$ cat src/hdl/zigzag_leb128_codec_defines.svh
// ----------------------------------------------------------------------------
// zigzag_leb128_codec_defines
// Assertion macros shared by the codec RTL.
// ----------------------------------------------------------------------------
`ifndef ZIGZAG_LEB128_CODEC_DEFINES_SVH
`define ZIGZAG_LEB128_CODEC_DEFINES_SVH

// checked only outside reset
`define ZLC_ASSERT(label, prop, msg) \
   label: assert property (@(posedge clock) disable iff (reset) prop) else $error(msg);

// checked at every edge, reset included
`define ZLC_ASSERT_ALWAYS(label, prop, msg) \
   label: assert property (@(posedge clock) prop) else $error(msg);

`endif

$ cat src/hdl/zlc_pkg.sv
// ----------------------------------------------------------------------------
// zlc_pkg
// Types and constants of the zigzag LEB128 codec.
// ----------------------------------------------------------------------------
`default_nettype none

package zlc_pkg;

   typedef enum logic [1:0] {
      MODE_ENCODE = 2'd0,
      MODE_DECODE = 2'd1,
      MODE_END    = 2'd2,
      MODE_CLEAR  = 2'd3
   } mode_type;

   typedef enum logic [1:0] {
      ST_OK  = 2'd0,
      ST_WPE = 2'd1,
      ST_DEC = 2'd2
   } status_type;

   typedef enum logic {
      CTRL_IDLE,
      CTRL_ENCODE
   } ctrl_state_type;

   typedef struct packed {
      logic accept;
      logic enc_step;
   } ctrl_cmd_type;

   typedef struct packed {
      logic out_free;
      logic enc_ok;
      logic enc_last;
   } dp_status_type;

   localparam logic [3:0] LAST_GROUP = 4'd9;

endpackage

`default_nettype wire

$ cat src/hdl/zlc_ctrl.sv
// ----------------------------------------------------------------------------
// zlc_ctrl
// Sequencer: takes items and steps the byte emitter during an encode.
// ----------------------------------------------------------------------------
`default_nettype none

module zlc_ctrl
   import zlc_pkg::*;
(
   input  wire logic          clock,
   input  wire logic          reset,
   input  wire logic          req_tvalid,
   output logic               req_tready,
   input  wire logic [1:0]    req_tuser,
   input  wire dp_status_type stat,
   output ctrl_cmd_type       cmd
);

   ctrl_state_type state_ff;
   ctrl_state_type state_in;
   mode_type       mode;

   assign mode = mode_type'(req_tuser);

   always_comb begin
      state_in = state_ff;
      unique case (state_ff)
         CTRL_IDLE: begin
            if (req_tvalid && stat.out_free && mode == MODE_ENCODE && stat.enc_ok) begin
               state_in = CTRL_ENCODE;
            end
         end
         CTRL_ENCODE: begin
            if (stat.out_free && stat.enc_last) begin
               state_in = CTRL_IDLE;
            end
         end
      endcase
   end

   always_comb begin
      req_tready   = 1'b0;
      cmd.accept   = 1'b0;
      cmd.enc_step = 1'b0;
      unique case (state_ff)
         CTRL_IDLE: begin
            req_tready = stat.out_free;
            cmd.accept = req_tvalid && stat.out_free;
         end
         CTRL_ENCODE: begin
            cmd.enc_step = stat.out_free;
         end
      endcase
   end

   always_ff @(posedge clock) begin
      if (reset) begin
         state_ff <= CTRL_IDLE;
      end else begin
         state_ff <= state_in;
      end
   end

endmodule

`default_nettype wire

$ cat src/hdl/zlc_dp.sv
// ----------------------------------------------------------------------------
// zlc_dp
// Datapath: stream state, decode accumulator, encode shifter, result register.
// ----------------------------------------------------------------------------
`default_nettype none

module zlc_dp
   import zlc_pkg::*;
#(
   parameter int SIZE_BITS = 16
)
(
   input  wire logic                 clock,
   input  wire logic                 reset,
   input  wire logic                 csr_we,
   input  wire logic [SIZE_BITS-1:0] csr_wdata,
   input  wire logic [71:0]          req_tdata,
   input  wire logic [1:0]           req_tuser,
   input  wire ctrl_cmd_type         cmd,
   output dp_status_type             stat,
   input  wire logic                 rsp_tready,
   output logic                      rsp_tvalid,
   output logic [79:0]               rsp_tdata,
   output logic [1:0]                rsp_tuser,
   output logic                      rsp_tlast
);

   logic [SIZE_BITS-1:0] size_ff, size_in;
   logic [SIZE_BITS:0]   pos_ff, pos_in;
   status_type           status_ff, status_in;
   logic [63:0]          acc_ff, acc_in;
   logic [3:0]           grp_ff, grp_in;
   logic [63:0]          shift_ff, shift_in;

   logic                 ovalid_ff, ovalid_in;
   logic [7:0]           obyte_ff, obyte_in;
   logic                 obv_ff, obv_in;
   logic [63:0]          oval_ff, oval_in;
   logic                 ovv_ff, ovv_in;
   status_type           ostat_ff, ostat_in;
   logic                 olast_ff, olast_in;

   mode_type             mode;
   logic                 full;
   logic                 sticky;
   logic [SIZE_BITS:0]   pos_inc;
   logic [63:0]          value_in;
   logic [7:0]           dbyte;
   logic [5:0]           sh;
   logic [63:0]          merged;
   logic [63:0]          dec_val;
   logic [63:0]          zz;
   logic [63:0]          rest;
   logic                 cont;

   assign mode     = mode_type'(req_tuser);
   assign value_in = req_tdata[63:0];
   assign dbyte    = req_tdata[71:64];
   assign full     = pos_ff >= {1'b0, size_ff};
   assign sticky   = status_ff != ST_OK;
   assign pos_inc  = pos_ff + {{SIZE_BITS{1'b0}}, 1'b1};

   assign sh      = {2'b00, grp_ff} * 6'd7;
   assign merged  = acc_ff | ({57'd0, dbyte[6:0]} << sh);
   assign dec_val = {1'b0, merged[63:1]} ^ {64{merged[0]}};
   assign zz      = {value_in[62:0], 1'b0} ^ {64{value_in[63]}};

   assign rest = {7'd0, shift_ff[63:7]};
   assign cont = rest != 64'd0;

   assign stat.out_free = !ovalid_ff || rsp_tready;
   assign stat.enc_ok   = !sticky;
   assign stat.enc_last = full || !cont;

   always_comb begin
      size_in   = size_ff;
      pos_in    = pos_ff;
      status_in = status_ff;
      acc_in    = acc_ff;
      grp_in    = grp_ff;
      shift_in  = shift_ff;
      ovalid_in = ovalid_ff && !rsp_tready;
      obyte_in  = obyte_ff;
      obv_in    = obv_ff;
      oval_in   = oval_ff;
      ovv_in    = ovv_ff;
      ostat_in  = ostat_ff;
      olast_in  = olast_ff;

      if (csr_we) begin
         size_in = csr_wdata;
      end

      if (cmd.accept) begin
         ovalid_in = 1'b1;
         obyte_in  = 8'd0;
         obv_in    = 1'b0;
         oval_in   = 64'd0;
         ovv_in    = 1'b0;
         ostat_in  = status_ff;
         olast_in  = 1'b1;
         unique case (mode)
            MODE_CLEAR: begin
               pos_in    = '0;
               status_in = ST_OK;
               acc_in    = 64'd0;
               grp_in    = 4'd0;
               ostat_in  = ST_OK;
            end
            MODE_ENCODE: begin
               if (!sticky) begin
                  ovalid_in = ovalid_ff && !rsp_tready;
                  acc_in    = 64'd0;
                  grp_in    = 4'd0;
                  shift_in  = zz;
               end
            end
            MODE_DECODE: begin
               if (!sticky) begin
                  if (full) begin
                     status_in = ST_DEC;
                     ostat_in  = ST_DEC;
                     acc_in    = 64'd0;
                     grp_in    = 4'd0;
                  end else begin
                     pos_in = pos_inc;
                     if (!dbyte[7]) begin
                        acc_in  = 64'd0;
                        grp_in  = 4'd0;
                        oval_in = dec_val;
                        ovv_in  = 1'b1;
                     end else if (grp_ff == LAST_GROUP) begin
                        status_in = ST_DEC;
                        ostat_in  = ST_DEC;
                        acc_in    = 64'd0;
                        grp_in    = 4'd0;
                     end else begin
                        acc_in = merged;
                        grp_in = grp_ff + 4'd1;
                     end
                  end
               end
            end
            MODE_END: begin
               if (!sticky && grp_ff != 4'd0) begin
                  status_in = ST_DEC;
                  ostat_in  = ST_DEC;
                  acc_in    = 64'd0;
                  grp_in    = 4'd0;
               end
            end
         endcase
      end

      if (cmd.enc_step) begin
         ovalid_in = 1'b1;
         oval_in   = 64'd0;
         ovv_in    = 1'b0;
         if (full) begin
            status_in = ST_WPE;
            obyte_in  = 8'd0;
            obv_in    = 1'b0;
            ostat_in  = ST_WPE;
            olast_in  = 1'b1;
         end else begin
            pos_in   = pos_inc;
            shift_in = rest;
            obyte_in = {cont, shift_ff[6:0]};
            obv_in   = 1'b1;
            ostat_in = status_ff;
            olast_in = !cont;
         end
      end
   end

   always_ff @(posedge clock) begin
      if (reset) begin
         size_ff   <= '0;
         pos_ff    <= '0;
         status_ff <= ST_OK;
         acc_ff    <= 64'd0;
         grp_ff    <= 4'd0;
         ovalid_ff <= 1'b0;
      end else begin
         size_ff   <= size_in;
         pos_ff    <= pos_in;
         status_ff <= status_in;
         acc_ff    <= acc_in;
         grp_ff    <= grp_in;
         ovalid_ff <= ovalid_in;
      end
   end

   always_ff @(posedge clock) begin
      shift_ff <= shift_in;
      obyte_ff <= obyte_in;
      obv_ff   <= obv_in;
      oval_ff  <= oval_in;
      ovv_ff   <= ovv_in;
      ostat_ff <= ostat_in;
      olast_ff <= olast_in;
   end

   assign rsp_tvalid = ovalid_ff;
   assign rsp_tdata  = {6'd0, 2'(ostat_ff), oval_ff, obyte_ff};
   assign rsp_tuser  = {ovv_ff, obv_ff};
   assign rsp_tlast  = olast_ff;

endmodule

`default_nettype wire

$ cat src/hdl/zigzag_leb128_codec.sv
// ----------------------------------------------------------------------------
// zigzag_leb128_codec
// Signed 64-bit zigzag LEB128 encoder/decoder on a size-bounded byte stream.
// ----------------------------------------------------------------------------
// Usage:
//   req_* carries one item: mode in req_tuser, value and byte in req_tdata.
//   rsp_* returns the results of an item; rsp_tlast marks its final result.
//   csr_we/csr_wdata set the stream size; write only while the block is idle.
// Sequencing and throughput:
//   Decode, end of data and clear results appear in the output register in
//   the cycle after the item is taken.
//   Encode loads the shifter, then emits one byte (1 to 10 in all) per cycle
//   while the output register is free or being read; the byte emitter is the limit.
//   A new item is taken once the encode shifter is empty and the output
//   register is free or being read.
// Reset:
//   Clears position, status, partial value, stream size and the output valid.
// Backpressure:
//   With rsp_tready low the output register holds its item and the block
//   stops both emitting bytes and taking items until it is read.
// ----------------------------------------------------------------------------
`default_nettype none
`include "zigzag_leb128_codec_defines.svh"

module zigzag_leb128_codec
   import zlc_pkg::*;
#(
   parameter int SIZE_BITS = 16
)
(
   input  wire logic                 clock,
   input  wire logic                 reset,
   input  wire logic                 csr_we,
   input  wire logic [SIZE_BITS-1:0] csr_wdata,
   input  wire logic                 req_tvalid,
   output logic                      req_tready,
   input  wire logic [71:0]          req_tdata,   // value_in[63:0], byte_in[71:64]
   input  wire logic [1:0]           req_tuser,   // mode[1:0]
   output logic                      rsp_tvalid,
   input  wire logic                 rsp_tready,
   output logic [79:0]               rsp_tdata,   // byte_out[7:0], value_out[71:8],
                                                  // status[73:72], zero[79:74]
   output logic [1:0]                rsp_tuser,   // byte_valid[0], value_valid[1]
   output logic                      rsp_tlast
);

   ctrl_cmd_type  cmd;
   dp_status_type stat;

   zlc_ctrl u_ctrl (
      .clock      (clock),
      .reset      (reset),
      .req_tvalid (req_tvalid),
      .req_tready (req_tready),
      .req_tuser  (req_tuser),
      .stat       (stat),
      .cmd        (cmd)
   );

   zlc_dp #(
      .SIZE_BITS (SIZE_BITS)
   ) u_dp (
      .clock      (clock),
      .reset      (reset),
      .csr_we     (csr_we),
      .csr_wdata  (csr_wdata),
      .req_tdata  (req_tdata),
      .req_tuser  (req_tuser),
      .cmd        (cmd),
      .stat       (stat),
      .rsp_tready (rsp_tready),
      .rsp_tvalid (rsp_tvalid),
      .rsp_tdata  (rsp_tdata),
      .rsp_tuser  (rsp_tuser),
      .rsp_tlast  (rsp_tlast)
   );

   `ZLC_ASSERT_ALWAYS(a_reset_empty, reset |=> !rsp_tvalid, "output valid after reset")
   `ZLC_ASSERT(a_no_take_while_emit, !(req_tready && cmd.enc_step),
      "item taken during byte emission")
   `ZLC_ASSERT(a_one_kind, rsp_tvalid |-> !(rsp_tuser[0] && rsp_tuser[1]),
      "byte and value both flagged")
   `ZLC_ASSERT(a_status_code, rsp_tvalid |-> (rsp_tdata[73:72] != 2'b11),
      "undefined status code")

endmodule

`default_nettype wire

$ cat config.mk
export PLATFORM = sky130hd
export DESIGN_NAME = zigzag_leb128_codec
export DESIGN_NICKNAME = d
export VERILOG_FILES = /design/src/hdl/zlc_pkg.sv /design/src/hdl/zlc_ctrl.sv /design/src/hdl/zlc_dp.sv /design/src/hdl/zigzag_leb128_codec.sv
export VERILOG_INCLUDE_DIRS = /design/src /design/src/hdl
export SDC_FILE = /design/constraint.sdc
export NUM_CORES = 1
export LEC_CHECK = 0
export BUFFER_PORTS_ARGS = -buffer_cell sky130_fd_sc_hd__buf_2
export CORE_UTILIZATION = 40
export CTS_CLUSTER_DIAMETER = 100
export DETAILED_ROUTE_END_ITERATION = 10
export PLACE_DENSITY_LB_ADDON = 0.3
export SLEW_MARGIN = 0
export SYNTH_ARGS = -nofsm -noshare
export SYNTH_HDL_FRONTEND = slang
export SYNTH_SLANG_ARGS = --single-unit
$ cat constraint.sdc
create_clock -name clock -period 3.35 [get_ports clock]
set_clock_uncertainty 0.2 [all_clocks]
set_input_delay 0.5025 -clock clock [delete_from_list [all_inputs] [get_ports clock]]
set_output_delay 0.5025 -clock clock [all_outputs]
set_load 0.01 [all_outputs]
# After elaboration in Yosys (flattened, before gate mapping)
# Cells that the tools add are included.
# W data, S select, Z words.
# totals
ff_bits,246
latchBits,0
mem_bits_rw,0
mem_bits_ro,0
in_bits,95
output_inout_bits,85
word_cells,112
n_memories,0
# op_classes
addsub,2
mul,1
n_div,0
n_lt_le_gt_ge,1
n_eq_ne,7
shifts,1
muxes,64
bitwise_logic,4
n_reduce_logical,18
# op_table
op,n
$mux W64,15
$pmux W64 S4,1
$mux W17,5
$or A64 B64 Y64,1
$reduce_bool A64 Y1,1
$shl A7 B6 Y64,1
$xor A63 B64 Y64,1
$xor A64 B64 Y64,1
$pmux W17 S2,1
$mux W4,6
$mux W8,3
$mux W2,11
$mux W1,19
$add A17 B1 Y17 const B,1
$ge A17 B16 Y1,1
$pmux W4 S4,1
$logic_and A1 B1 Y1,6
$mul A4 B3 Y6 const B,1
$pmux W2 S3,1
$add A4 B1 Y4 const B,1
$eq A2 B2 Y1 const B,2
$eq A4 B4 Y1 const B,1
$logic_not A1 Y1,4
$ne A2 B2 Y1 const B,2
9 further kinds,11

# Logic depth before layout (Yosys ltp)
# depth
ltp_word,9
depth_mapped,12
mapped_depth_nobuf,10

# By module
# Synthesis repeated with hierarchy kept, for this count alone.
# hier_totals
hier_cells,1336
hier_area_um2,11838.9
# modules_own_cells
module,n_inst,cells_each,area_per_inst_um2,seq_area_each_um2
zlc_dp,1,1328,11762.5,5024.8
zlc_ctrl,1,8,76.3,20.0

# Least setup slack after synthesis
# Ideal clock, no wire load.
# synth_path
path_kind,register to register
startpoint,register u_dp.grp_ff[1]
endpoint,register u_dp.oval_ff[27]
setup_time_ns,0.128
t_arrival_ns,2.980
required_ns,3.022
path_slack_ns,0.042
stages_incl_launch_ff,13
path_buffers,3
synth_period_minus_slack_ns,3.308
cell_sequence,dfxtp_1 -> fa_1 -> ha_1 -> fa_1 -> xor2_2 -> nor3_2 -> and2_1 -> buf_2 -> a21oi_2 -> buf_6 -> buf_6 -> xnor2_1 -> o21ai_1
# synth_between
elab_chain_len,8
# synth_rtl
item,line_no,rtl
from (decl),zlc_dp.sv:32,"logic [3:0] grp_ff, grp_in;"
from (signal assigned),zlc_dp.sv:189,grp_ff <= grp_in;
$mul A4 B3 Y6,zlc_dp.sv:63,"assign sh = {2'b00, grp_ff} * 6'd7;"
$shl A7 B6 Y64,zlc_dp.sv:64,"assign merged = acc_ff | ({57'd0, dbyte[6:0]} << sh);"
$or A64 B64 Y64,zlc_dp.sv:64,
$xor A63 B64 Y64,zlc_dp.sv:65,"assign dec_val = {1'b0, merged[63:1]} ^ {64{merged[0]}};"
$mux W64,zlc_dp.sv:127,if (!dbyte[7]) begin
$mux W64,zlc_dp.sv:120,if (full) begin
$mux W64,zlc_dp.sv:119,if (!sticky) begin
$mux W64,zlc_dp.sv:102,unique case (mode)
to (signal assigned),zlc_dp.sv:198,oval_ff <= oval_in;
to (decl),zlc_dp.sv:38,"logic [63:0] oval_ff, oval_in;"
# Every way passes these cells.
# A chain may end at the register's enable or synchronous reset.

# Worst setup path after layout
# layout_path
startpoint,register u_dp.grp_ff[1]
endpoint,register u_dp.oval_ff[49]
# The elaborated chain is that of the path after synthesis.

==> flow_metrics.tcl <==
set metrics [dict create \
    crit_fanout 18 \
    rows 62 \
    synth-adder-area-share_pct 3.402 \
    fin_crit_ns 3.266 \
    design_area_um2 14450 \
    cts_buffers 28 \
    pwr-share-seq_pct 44.4 \
    synth_cell_types 74 \
    final_core_util_pct 49.81 \
    fp.dieW_um 174.6 \
    cts_buffer_depth 3 \
    hold_viol_final 0 \
    synthCells 1448 \
    slew_headroom_pct 52.93 \
    clkPwrFrac_pct 40.1 \
    power_density_nw_per_um2 574.1 \
    dpl-instance-area_um2 13200 \
    clock_sinks 246 \
    switchingPower_mw 2.338 \
    combPwrFrac_pct 15.5 \
    setup_violations 0 \
    dp_hpwl_um 22090 \
    worstMarginPinSlew_ns 0.7060 \
    worst_hold_startpoint "csr_wdata[5]" \
    startpoint "u_dp.grp_ff[1]$_SDFFE_PP0P_" \
    ant_nets 0 \
    final_cell_mix "232 x dfxtp_1, 176 x a21oi_1, 172 x buf_2" \
    max_freq_mhz 306.2 \
    min_path_type "input port to flip-flop" \
    track_usage_pct 20.30 \
    slew_violations 0 \
    synth-compound-area-share_pct 18.75 \
    layout-drive-gt1-share_pct 19.90 \
    fin_crit_sh_pct 97.48 \
    insertion_delay_ns 0.55 \
    fin_cells 2010 \
    fp.dieH_um 174.6 \
    ys_ff_latch 246 \
    yosysSeqAreaShare_pct 42.33 \
    vias_per_cell 5.214 \
    core-area_um2 29010 \
    synth_top_family_by_area "compound AO/OA/AOI/OAI gates" \
    vdd_drop_max_v 0.0003370 \
    synth-edff-count 12 \
    rr_worst_depth 9 \
    internal_power_mw 5.958 \
    end_kind "flip-flop" \
    root_buffer "clkbuf_16" \
    r2r_end "u_dp.oval_ff[49]$_SDFFE_PP0P_" \
    antenna_found_initial 6 \
    portBuffers 173 \
    syn_area_per_cell_um2 8.230 \
    synth-async-reset-ratio_pct 0 \
    critPathArrivalTime_ns 3.45 \
    drv_cap 0 \
    fp.dieArea_um2 30490 \
    rrSetupSlack_ns 0.08 \
    multi_input_area_um2 6395 \
    regArea_um2 5050 \
    tritoncts "done" \
    whs_path_depth 3 \
    startpoint_type "flip-flop" \
    design.portCount 180 \
    synthXorXnorAreaFrac_pct 9.911 \
    syn-cell-area_um2 11920 \
    totalWireLength_um 31840 \
    grt_max_degree 114 \
    initial_core_util_pct 41.08 \
    final_common_cell "dfxtp_1" \
    via_count 10480 \
    drtIter0Drc 830 \
    grt_pass1_wl_um 50700 \
    wl_per_cell_um 15.84 \
    clk_pin_slew_ns 0.06 \
    power.total_mw 8.297 \
    grt_pass1_vias 9663 \
    gp_congestion 0.8584 \
    cp.required_ns 3.54 \
    timing.rr.start "u_dp.grp_ff[1]$_SDFFE_PP0P_" \
    status "finished clean" \
    synth.area.mux_share_pct 3.286 \
    cts_max_level 1 \
    place_inst 1945 \
    synthSimpleGateAreaFrac_pct 17.01 \
    overflow 0 \
    switching_share_pct 28.18 \
    worstSetupPathType "flip-flop to flip-flop" \
    hold_end "u_dp.size_ff[5]$_SDFFE_PP0P_" \
    num-nets-final 1727 \
    ys_warn_count 0 \
    nFillCells 2838 \
    drc 0 \
    drtPass1Iterations 6 \
    synthFlopType "dfxtp_1" \
    p_leak_nw 5.708 \
    areaGrowthSynthToFinish_pct 21.26 \
]
worst max-delay path by stage:
stage / endpoint
floorplan: u_dp.oval_ff[27]$_SDFFE_PP0P_
global placement: u_dp.oval_ff[17]$_SDFFE_PP0P_
detailed placement: u_dp.oval_ff[3]$_SDFFE_PP0P_
CTS: u_dp.oval_ff[0]$_SDFFE_PP0P_
global route: u_dp.oval_ff[49]$_SDFFE_PP0P_
finish: u_dp.oval_ff[49]$_SDFFE_PP0P_
state kept, by name (all words and copies together) (netlist names), 2 cells and up:
signal          count
u_dp.acc_ff        64
u_dp.oval_ff       64
u_dp.shift_ff      64
u_dp.pos_ff        17
u_dp.size_ff       16
u_dp.obyte_ff       8
u_dp.grp_ff         4
u_dp.ostat_ff       2
u_dp.status_ff      2
area by class of cell:
type	count	share of cell area (%)
inverter	30	0.7792
clock inverter	18	1.818
tap	384	3.325
timing repair buffer	228	9.567
antenna	3	0.05195
multi-input combinational	1068	44.25
sequential	246	34.94
clock buffer	33	5.264
kinds of logic (layout without fill, tap and decap cells):
logic type,after synthesis,after routing
buffers and inverters,139,309
AND/OR/NAND/NOR,461,461
multiplexers,36,36
other,1,9
flip-flops,246,246
XOR/XNOR,134,134
AO/OA/AOI/OAI,401,401
adder cells (fa/ha/maj),30,30
per-stage QoR:
step                      setup WS, ns   TNS (ns)  hold WS (ns)
final                          0.08448          0       0.01800
after global routing         -0.001193  -0.001193       0.01171
after detailed placement       -0.1603     -4.365        0.2320
after CTS                    0.0005642          0      0.001123
after floorplan                0.04180          0        0.2228
after global placement        -0.07950    -0.7132        0.2264
critical path, cell delays in order, from the launching register on:
cell,delay (ns)
dfxtp_4,0.37
fa_1,0.46
ha_1,0.25
fa_2,0.52
buf_4,0.23
or3_1,0.44
o22ai_2,0.22
a21oi_1,0.14
xnor2_1,0.20
o21ai_1,0.08
cell usage after synthesis, types with 3 or more instances:
cell	count	area, µm²
mux2i_1	25	250.2
buf_6	5	56.30
nand2b_1	7	43.79
nand2_1	156	585.6
nor3_1	30	150.1
inv_1	29	108.9
buf_2	22	110.1
buf_4	11	82.58
edfxtp_1	12	360.4
dfxtp_1	234	4684
nand3_1	20	100.1
clkbuf_1	66	247.7
a22o_1	8	70.07
o22ai_1	5	31.28
and3_1	19	118.9
a21oi_2	4	35.03
ha_1	26	325.3
a21o_1	5	37.54
and2_1	9	56.30
o21ai_1	67	335.3
o21ai_0	74	370.4
mux2_2	8	90.09
fa_1	4	80.08
or3_1	3	18.77
a21oi_1	178	890.9
nor4_1	16	100.1
a211oi_1	13	97.59
buf_1	4	15.01
a31oi_1	16	100.1
nand4_1	8	50.05
nor2_1	174	653.1
o31ai_1	5	37.54
xnor2_1	131	1147
repair_timing:
| item | in CTS | in global routing |
|---|---|---|
| hold buffers | 9 | 0 |
| endpoints found under the setup margin | 62 | 72 |
| endpoints found under the hold margin | 9 | 0 |
| gates resized for setup | 8 | 20 |
| pin swaps | 0 | 2 |
| buffers inserted | 0 | 2 |
layer usage:
metal | vias to the layer above | share of wire (%) | global-route usage (%)
li1 | 5262 | - | -
met1 | 4869 | 49 | 29.41
met2 | 309 | 43 | 31.52
met3 | 36 | 6.4 | 3.721
met4 | 4 | 1.2 | 3.877
met5 | - | 0.082 | 0
power groups by stage:
stage | Clock, mW | Sequential [mW] | Combinational, mW
6_report | 3.33 | 3.69 | 1.28
5_1_grt | 3.53 | 3.73 | 1.44
4_1_cts | 3.40 | 3.68 | 1.28
3_5_place_dp | 0 | 3.74 | 1.26
3_3_place_gp | 0 | 3.74 | 1.24
2_1_floorplan | 0 | 3.66 | 0.900
Note: power is estimated with default switching activity, not from simulation.
